[config.mk]
export PLATFORM = sky130hd
export DESIGN_NAME = utf8_stream_decoder_flat
export DESIGN_NICKNAME = d
export VERILOG_FILES = /design/src/rtl/u8d_pkg.sv /design/src/rtl/u8d_ifs.sv /design/src/rtl/u8d_decode.sv /design/src/rtl/utf8_stream_decoder.sv /design/src/flat_wrapper.sv
export SDC_FILE = /design/constraint.sdc
export NUM_CORES = 1
export LEC_CHECK = 0
export BUFFER_PORTS_ARGS = -buffer_cell sky130_fd_sc_hd__buf_2
export CAP_MARGIN = 15
export CELL_PAD_IN_SITES_DETAIL_PLACEMENT = 0
export CELL_PAD_IN_SITES_GLOBAL_PLACEMENT = 1
export CORE_UTILIZATION = 40
export DETAILED_ROUTE_END_ITERATION = 6
export GPL_TIMING_DRIVEN = 0
export PLACE_DENSITY_LB_ADDON = 0.1
export RECOVER_POWER = 100
export SETUP_SLACK_MARGIN = 0.02
export SYNTH_ARGS = -nofsm -noshare
export SYNTH_HDL_FRONTEND = slang
export SYNTH_SLANG_ARGS = --single-unit
export TNS_END_PERCENT = 20
[constraint.sdc]
create_clock -name clk -period 6.5 [get_ports clk]
set_input_delay 1.3 -clock clk [delete_from_list [all_inputs] [get_ports clk]]
set_output_delay 1.3 -clock clk [all_outputs]
set_load 0.05 [all_outputs]
[src/rtl/u8d_pkg.sv]
package u8d_pkg;

	localparam int unsigned CP_W   = 21;
	localparam int unsigned BYTE_W = 8;
	localparam int unsigned CNT_W  = 2;

	localparam logic [CP_W-1:0] REPL_CHAR = 21'h00003F;
	localparam logic [CP_W-1:0] CP_MAX    = 21'h10FFFF;

	typedef logic [2:0] len_t;

	localparam len_t LEN_BAD = 3'd0;
	localparam len_t LEN_1   = 3'd1;
	localparam len_t LEN_2   = 3'd2;
	localparam len_t LEN_3   = 3'd3;
	localparam len_t LEN_4   = 3'd4;

	typedef struct packed {
		logic            emit;
		logic            subst;
		logic [CP_W-1:0] cp;
	} dec_res_t;

	function automatic len_t lead_len(input logic [BYTE_W-1:0] lead);
		len_t l;
		if (lead[7] == 1'b0) l = LEN_1;
		else if (lead[7:5] == 3'b110) l = LEN_2;
		else if (lead[7:4] == 4'b1110) l = LEN_3;
		else if (lead[7:3] == 5'b11110) l = LEN_4;
		else l = LEN_BAD;
		return l;
	endfunction

	function automatic logic is_cont(input logic [BYTE_W-1:0] b);
		return b[7:6] == 2'b10;
	endfunction

endpackage

[src/rtl/u8d_ifs.sv]
interface u8d_byte_if;
	import u8d_pkg::*;
	logic              valid;
	logic              ready;
	logic [BYTE_W-1:0] byte_req;

	modport source (output valid, output byte_req, input ready);
	modport sink (input valid, input byte_req, output ready);
endinterface

interface u8d_cp_if;
	import u8d_pkg::*;
	logic            valid;
	logic            ready;
	logic [CP_W-1:0] code_point;
	logic            substituted;

	modport source (output valid, output code_point, output substituted, input ready);
	modport sink (input valid, input code_point, input substituted, output ready);
endinterface

[src/rtl/u8d_decode.sv]
module u8d_decode
	import u8d_pkg::*;
(
	input  logic [BYTE_W-1:0]        b,
	input  logic [CNT_W-1:0]         count,
	input  logic [2:0][BYTE_W-1:0]   held,
	output dec_res_t                 res
);

	logic [BYTE_W-1:0] lead;
	len_t              len;
	logic [CP_W-1:0]   cp;
	logic              bad;
	len_t              cnt_next;

	always_comb begin
		lead     = (count == '0) ? b : held[0];
		len      = lead_len(lead);
		cnt_next = len_t'({1'b0, count}) + len_t'(1);
		cp       = '0;
		bad      = 1'b0;
		case (len)
			LEN_1: begin
				cp = {13'b0, lead};
			end
			LEN_2: begin
				cp  = {10'b0, lead[4:0], b[5:0]};
				bad = !is_cont(b) || (lead[4:1] == 4'b0);
			end
			LEN_3: begin
				cp  = {5'b0, lead[3:0], held[1][5:0], b[5:0]};
				bad = !is_cont(held[1]) || !is_cont(b) || (cp[15:11] == 5'b0);
			end
			LEN_4: begin
				cp  = {lead[2:0], held[1][5:0], held[2][5:0], b[5:0]};
				bad = !is_cont(held[1]) || !is_cont(held[2]) || !is_cont(b)
					|| (cp[20:16] == 5'b0) || (cp > CP_MAX);
			end
			default: begin
				bad = 1'b1;
			end
		endcase
		res.emit  = (len == LEN_BAD) || (cnt_next == len);
		res.subst = bad;
		res.cp    = bad ? REPL_CHAR : cp;
	end

endmodule

[src/rtl/utf8_stream_decoder.sv]
// Channel   Dir  Payload                       Transaction
// byte_in   in   byte_req[7:0]                 valid && ready
// cp_out    out  code_point[20:0], substituted valid && ready
//
// One byte per cycle sustained while cp_out is not stalled; the result of a
// completing byte passes the input register, then the result register, to cp_out.
// The decode of one byte against the held sequence is a single pass of logic
// between the input register and the result register.
// Reset clears the valid flags and the held byte count; held bytes are not reset.
// A stalled cp_out holds its result; byte_in keeps accepting while the input
// register can still move or is empty.
module utf8_stream_decoder
	import u8d_pkg::*;
(
	input logic        clk,
	input logic        arst_n,
	u8d_byte_if.sink   byte_in,
	u8d_cp_if.source   cp_out
);

	logic              valid_s1;
	logic [BYTE_W-1:0] byte_s1;

	logic [CNT_W-1:0]       count_q;
	logic [2:0][BYTE_W-1:0] held_q;

	logic            out_valid_q;
	logic [CP_W-1:0] out_cp_q;
	logic            out_subst_q;

	logic     out_free;
	logic     adv_s1;
	dec_res_t res;

	assign out_free     = !out_valid_q || cp_out.ready;
	assign adv_s1       = valid_s1 && out_free;
	assign byte_in.ready = !valid_s1 || out_free;

	u8d_decode u_decode (
		.b     (byte_s1),
		.count (count_q),
		.held  (held_q),
		.res   (res)
	);

	always_ff @(posedge clk or negedge arst_n) begin
		if (!arst_n) begin
			valid_s1 <= 1'b0;
		end else if (byte_in.ready) begin
			valid_s1 <= byte_in.valid;
		end
	end

	always_ff @(posedge clk) begin
		if (byte_in.ready && byte_in.valid) begin
			byte_s1 <= byte_in.byte_req;
		end
	end

	// advance the held sequence
	always_ff @(posedge clk or negedge arst_n) begin
		if (!arst_n) begin
			count_q <= '0;
		end else if (adv_s1) begin
			count_q <= res.emit ? '0 : count_q + CNT_W'(1);
		end
	end

	always_ff @(posedge clk) begin
		if (adv_s1 && !res.emit) begin
			case (count_q)
				2'd0:    held_q[0] <= byte_s1;
				2'd1:    held_q[1] <= byte_s1;
				2'd2:    held_q[2] <= byte_s1;
				default: held_q[0] <= held_q[0];
			endcase
		end
	end

	always_ff @(posedge clk or negedge arst_n) begin
		if (!arst_n) begin
			out_valid_q <= 1'b0;
		end else if (out_free) begin
			out_valid_q <= adv_s1 && res.emit;
		end
	end

	always_ff @(posedge clk) begin
		if (adv_s1 && res.emit) begin
			out_cp_q    <= res.cp;
			out_subst_q <= res.subst;
		end
	end

	assign cp_out.valid       = out_valid_q;
	assign cp_out.code_point  = out_cp_q;
	assign cp_out.substituted = out_subst_q;

	a_subst_is_repl: assert property (@(posedge clk) disable iff (!arst_n)
		out_valid_q && out_subst_q |-> out_cp_q == REPL_CHAR)
		else $error("substituted result without replacement character");

	a_held_lead_valid: assert property (@(posedge clk) disable iff (!arst_n)
		count_q != '0 |-> lead_len(held_q[0]) > len_t'({1'b0, count_q}))
		else $error("held count not below lead length");

	a_emit_clears: assert property (@(posedge clk) disable iff (!arst_n)
		adv_s1 && res.emit |=> count_q == '0 && out_valid_q)
		else $error("emitted result did not clear count or load output");

	a_no_adv_when_stalled: assert property (@(posedge clk) disable iff (!arst_n)
		valid_s1 && !out_free |=> valid_s1 && $stable(count_q) && $stable(byte_s1))
		else $error("input stage moved while output stalled");

endmodule

[src/flat_wrapper.sv]
// flat-port wrapper written by rule: the top's interface ports become plain ports
module utf8_stream_decoder_flat import u8d_pkg::*;
  (clk, arst_n, byte_in_valid, byte_in_byte_req, byte_in_ready, cp_out_valid, cp_out_code_point, cp_out_substituted, cp_out_ready);
  u8d_byte_if byte_in_i ();
  u8d_cp_if cp_out_i ();
  input logic clk;
  input logic arst_n;
  input wire logic [$bits(byte_in_i.valid)-1:0] byte_in_valid;
  input wire logic [$bits(byte_in_i.byte_req)-1:0] byte_in_byte_req;
  output wire logic [$bits(byte_in_i.ready)-1:0] byte_in_ready;
  output wire logic [$bits(cp_out_i.valid)-1:0] cp_out_valid;
  output wire logic [$bits(cp_out_i.code_point)-1:0] cp_out_code_point;
  output wire logic [$bits(cp_out_i.substituted)-1:0] cp_out_substituted;
  input wire logic [$bits(cp_out_i.ready)-1:0] cp_out_ready;
  assign byte_in_i.valid = byte_in_valid;
  assign byte_in_i.byte_req = byte_in_byte_req;
  assign byte_in_ready = byte_in_i.ready;
  assign cp_out_valid = cp_out_i.valid;
  assign cp_out_code_point = cp_out_i.code_point;
  assign cp_out_substituted = cp_out_i.substituted;
  assign cp_out_i.ready = cp_out_ready;
  utf8_stream_decoder u_core (.clk(clk), .arst_n(arst_n), .byte_in(byte_in_i), .cp_out(cp_out_i));
endmodule
# Yosys cells after proc, flatten, opt, wreduce, memory -nomap -nowiden
# Index checks and enable logic that the tools add are counted.
# W data, S select, Z words.
[op_classes]
n_reduce_logical = 27
addsub = 2
mux = 8
n_eq_ne = 13
order_cmp = 1
[op_table]
columns = ["operator", "count"]
rows = [
  ["$pmux W21 S4", 1],
  ["$gt A21 B21 Y1 const B", 1],
  ["$mux W3", 4],
  ["$logic_not A5 Y1", 2],
  ["$logic_or A1 B1 Y1", 10],
  ["$eq A2 B2 Y1 const B", 4],
  ["$mux W8", 1],
  ["$eq A3 B2 Y1 const B", 2],
  ["$eq A3 B3 Y1 const B", 2],
  ["$logic_not A1 Y1", 6],
  ["$eq A5 B5 Y1 const B", 1],
  ["$eq A4 B4 Y1 const B", 1],
  ["$logic_and A1 B1 Y1", 4],
  ["$logic_not A4 Y1", 1],
  ["$pmux W1 S4", 1],
  ["$reduce_and A2 Y1", 2],
  ["$add A2 B1 Y3 const B", 1],
  ["$eq A3 B1 Y1 const B", 1],
  ["$eq A3 B3 Y1", 1],
  ["$logic_not A3 Y1", 1],
  ["$add A2 B1 Y2 const B", 1],
  ["$eq A2 B1 Y1 const B", 1],
  ["$logic_not A2 Y1", 1],
  ["$mux W2", 1],
]
[totals]
input_bits = 12
reg_bits = 58

# Longest topological paths before layout
[depth]
ltp_word = 12
ltp_mapped = 10
depth_no_buf = 7

# Cells and area by module
# From an unflattened synthesis, not the netlist that was laid out.
[unflattened]
cells_unflattened = 188
area_unflattened_um2 = 2693.8
[modules_own_cells]
columns = ["mod", "seq_area_each_um2", "area_each_um2", "cells_each", "instances"]
rows = [
  ["utf8_stream_decoder", 1721.7, 1874.3, 80, 1],
  ["u8d_decode", 0.0, 819.5, 108, 1],
]

# Least setup slack after synthesis
# Ideal clock, no wire load.
[synth_timing]
path_type = "register -> register"
from = "register u_core.count_q[0]"
to = "register u_core.held_q[10] (netlist name), enable pin"
setup_time_ps = 385
synth_period_minus_slack_ps = 3137
n_path_buf = 3
path_stages_with_launch = 11
t_arrival_ps = 2752
setup_slack_ps = 3363
cell_sequence = "dfrtp_1 inv_1 ha_1 buf_4 buf_2 mux2i_1 clkbuf_1 o21ai_0 a2bb2oi_1 a21oi_1 nor3b_1"
[synth_between]
elab_chain_cells = 12
[synth_lines]
columns = ["item", "line_no", "rtl"]
rows = [
  ["start: declaration", "utf8_stream_decoder.sv:24", "logic [CNT_W-1:0] count_q;"],
  ["start signal: assignment", "utf8_stream_decoder.sv:65", "count_q <= res.emit ? '0 : count_q + CNT_W'(1);"],
  ["$logic_not A2 Y1", "u8d_decode.sv:17", "lead = (count == '0) ? b : held[0];"],
  ["$mux W8", "n/a", ""],
  ["$eq A5 B5 Y1", "u8d_pkg.sv:29", "else if (lead[7:3] == 5'b11110) l = LEN_4;"],
  ["$mux W3", "u8d_pkg.sv:29", ""],
  ["$mux W3", "u8d_pkg.sv:28", "else if (lead[7:4] == 4'b1110) l = LEN_3;"],
  ["$mux W3", "u8d_pkg.sv:27", "else if (lead[7:5] == 3'b110) l = LEN_2;"],
  ["$mux W3", "u8d_pkg.sv:26", "if (lead[7] == 1'b0) l = LEN_1;"],
  ["$eq A3 B3 Y1 / $logic_not A3 Y1 (equally long branches)", "u8d_decode.sv:43", "res.emit = (len == LEN_BAD) || (cnt_next == len);"],
  ["$logic_or A1 B1 Y1", "u8d_decode.sv:43", ""],
  ["$logic_not A1 Y1", "utf8_stream_decoder.sv:70", "if (adv_s1 && !res.emit) begin"],
  ["$logic_and A1 B1 Y1", "utf8_stream_decoder.sv:70", ""],
  ["$reduce_and A2 Y1 (no line) *", "n/a", ""],
  ["end: declaration", "utf8_stream_decoder.sv:25", "logic [2:0][BYTE_W-1:0] held_q;"],
]
# Mark *: on every way between the ends. The rest lies on a longest branch, timed or not.
# A chain may end at the register's enable or synchronous reset.

# Final worst setup path
[layout_timing]
from = "register u_core.count_q[0]"
to = "register u_core.held_q[12] (netlist name), enable pin"
# Same word-level chain as after synthesis.

==> key figures <==
Yosys
  – Register area share after synthesis: 0.672
  – Most common cell in the synthesized netlist: edfxtp_1
  – Post-synthesis mux area share: 0.0356
  – FF+latch count, synth: 58
  – Syn_area_per_cell: 14.3 um2
  – Largest area contributor in the netlist: edfxtp_1
  – Xor/xnor cell area share of the yosys netlist: 0
  – Netlist cell types: 45
  – Largest family of logic cells by synthesized area: simple AND/OR/NAND/NOR gates
  – Post-Synth Adder-Cell Area: 0.0195
  – Ys flop type: edfxtp_1
  – Fraction of registers with async set/reset: 0.0690
  – Post-synth EDFFs: 54
  – Commonest cells post-synth: edfxtp_1 (54), nor2_1 (15), nand2_1 (13), a22oi_1 (11), a221o_1 (6)
  – Top post-synthesis cells by area: edfxtp_1 (63%), dfrtp_1 (3.9%), a22oi_1 (3.2%)
  – Post-Syn Nets: 195
  – Compound-Gate Fraction of Synth Area: 0.126
  – Top cell type's share of synthesized area: 0.633
  – Post-synthesis simple-gate area fraction: 0.128
  – Post-Syn Area: 2560 um2
  – Post-Synthesis Cells: 179
  – Yosys warnings: 0

Pwr
  – Sw Ratio: 0.421
  – Reg power frac: 0.418
  – Gate power share: 0.396
  – Power Total: 0.00138 W
  – Max rail drop VDD: 204 uV
  – Pwr per Cell Area: 468 nW/um2
  – Internal Pwr Total: 0.000798 W
  – Clock power share: 0.186
  – NetSw: 0.000579 W
  – Leakage power: 1.00 nW

Die
  – Number of I/O pins: 36
  – Row cnt: 28
  – Initial core utilization: 0.423
  – Core Box Area: 6060 um2
  – Die W: 82.1 um
  – Chip Height: 82.1 um
  – DIE AREA: 6730 um2

Timing
  – Final hold vios: 0
  – Hold Slack: 562 ps
  – Setup violations, final: 0
  – Pin slew with the least headroom to its limit: 1090 ps
  – Final worst-path cycle share: 0.667
  – RSZ-0062 raised after global routing: no
  – TNS Setup: 0 ps
  – Post-layout min period: 4340 ps
  – Highest clock rate: 0.231 GHz
  – Fin. max-slew vios: 0
  – Rel. slew slack: 0.268
  – Worst clock skew: 9.07 ps

Detailed routing
  – DR pass1 iterations: 4
  – Via density: 5.46
  – DRC errors left: 0
  – Iteration-0 DRC Markers: 107
  – Routed WL: 5060 um
  – DR WL/cell: 16.6 um
  – Final ANT Viol Nets: 0
  – Vias: 1666

Clocking
  – Hold Buf Count CTS: 0
  – Clk sinks: 58
  – Post-CTS Resized: 0
  – CTS max path bufs: 2
  – H-tree depth: 3
  – CTS tree: done
  – Post-CTS Setup Bufs: 0
  – Root buffer cell: clkbuf_8
  – Clock-pin slew on the worst setup and hold paths: 60 ps
  – Worst-skew pair later-pin latency: 330 ps
  – Cts bufs inserted: 9

Place
  – Area of placed instances: 2850 um2
  – Post-DP HPWL: 3710 um
  – GPL Wtd Cong: 0.844
  – Input/output buffers: 35

Final layout
  – # fillers: 578
  – ANT cells: 0
  – Final #Nets: 243
  – Ratio of cells with drive above 1 in the final layout: 0.117
  – P&R area growth vs syn: 14.7%
  – Finished layout cell area: 2940 um2

Critical path
  – Cell mode on critical path: clkbuf_1
  – Worst reg2reg setup slack: 2160 ps
  – Critical path's top delay family: buffers and inverters
  – CP peak stage delay: 700 ps
  – Worst EP required: 6500 ps
  – Crit Path Max Fanout: 10
  – Crit-path cells: inv_1 > ha_1 > clkbuf_1 > clkbuf_1 > mux2i_1 > clkbuf_1 > o21ai_0 > a2bb2oi_1 > a21oi_1 > nor3b_1 > clkbuf_1
  – Worst EP arrival: 4330 ps
  – Critical Path Sink Type: register
  – Critical path buffer and inverter count: 5
  – Worst path slowest cell: nor3b_1
  – Crit Path Category: register to register
  – Critical path startpoint category: register

GRT
  – Total GRT Usage: 0.170
  – Largest net degree at the start of global routing: 23
  – First-pass GRT wire length: 7960 um
  – Antenna violations before repair: 0
  – Vias in the first global route: 1609
  – GR Overflow Total: 0

Flow run
  – MaxCap Viol Count: 0

Run status
  – Status: completed

Hold path
  – Hold/Removal Path Class: register to register
==> sequential cells by signal (all words and copies together) (netlist names) <==
signal	count
u_core.count_q	2
u_core.cp_out.valid	1
u_core.valid_s1	1
u_core.held_q	24
u_core.cp_out.substituted	1
u_core.byte_s1	8
u_core.cp_out.code_point	21
==> final timing paths <==
path,from,to,cells after the start
hold reg to reg,u_core.byte_s1[0],u_core.held_q[16],0
min in group asynchronous,arst_n,u_core.cp_out.valid,1
max in group asynchronous,arst_n,u_core.valid_s1,1
setup reg to reg,u_core.count_q[0],u_core.held_q[12],11
setup / recovery,u_core.count_q[0],u_core.held_q[12],11
hold / removal,u_core.byte_s1[0],u_core.held_q[16],0
==> through the flow <==
step	cells	util	worst slack (ps)
after floorplan	179	-	3360
after global placement	289	0.467	2340
after detailed placement	291	0.469	2650
after CTS	305	0.494	2620
after global routing	305	0.485	1830
final	305	0.485	2160
==> layout make-up <==
class / count / area (um2) / share of cell area
clock buffer: 10 / 128 / 0.0434
timing repair buffer: 37 / 151 / 0.0515
clock inverter: 4 / 21.3 / 0.00723
multi-input combinational: 110 / 785 / 0.267
inverter: 5 / 18.8 / 0.00638
buffer: 6 / 22.5 / 0.00766
tap: 75 / 93.8 / 0.0319
sequential: 58 / 1720 / 0.585
==> power groups by stage <==
stage          sequential [W]  combinational, W  clock, W
2_1_floorplan        0.000754          0.000263         0
3_3_place_gp         0.000577          0.000569         0
3_5_place_dp         0.000581          0.000574         0
4_1_cts              0.000574          0.000575  0.000266
5_1_grt              0.000585          0.000586  0.000280
6_report             0.000575          0.000545  0.000257
==> cells in the final DEF, fill, tap and decap left out, types with 5 or more instances in the layout <==
| cell type | n |
|---|---|
| edfxtp_1 | 54 |
| clkbuf_1 | 34 |
| nor2_1 | 15 |
| nand2_1 | 13 |
| a22oi_1 | 11 |
| buf_2 | 10 |
| clkbuf_8 | 9 |
| a221o_1 | 6 |
| inv_1 | 5 |
| a21oi_1 | 5 |
==> cell families (layout without fill, tap and decap cells) <==
logic type	count (synthesis)	in the layout
fa+ha+maj	4	4
compound gates	41	41
mux	8	8
flops	58	58
buf+inv	11	62
simple gates	57	57
==> routing by layer <==
metal  track usage  part of all wire  vias up
li1              -                 -      799
met1         0.207              0.44      798
met5             0                 0        -
met3        0.0422             0.059        7
met4         0.121             0.011        0
met2         0.263              0.49       62
No activity file was read; power rests on OpenSTA's default activity.
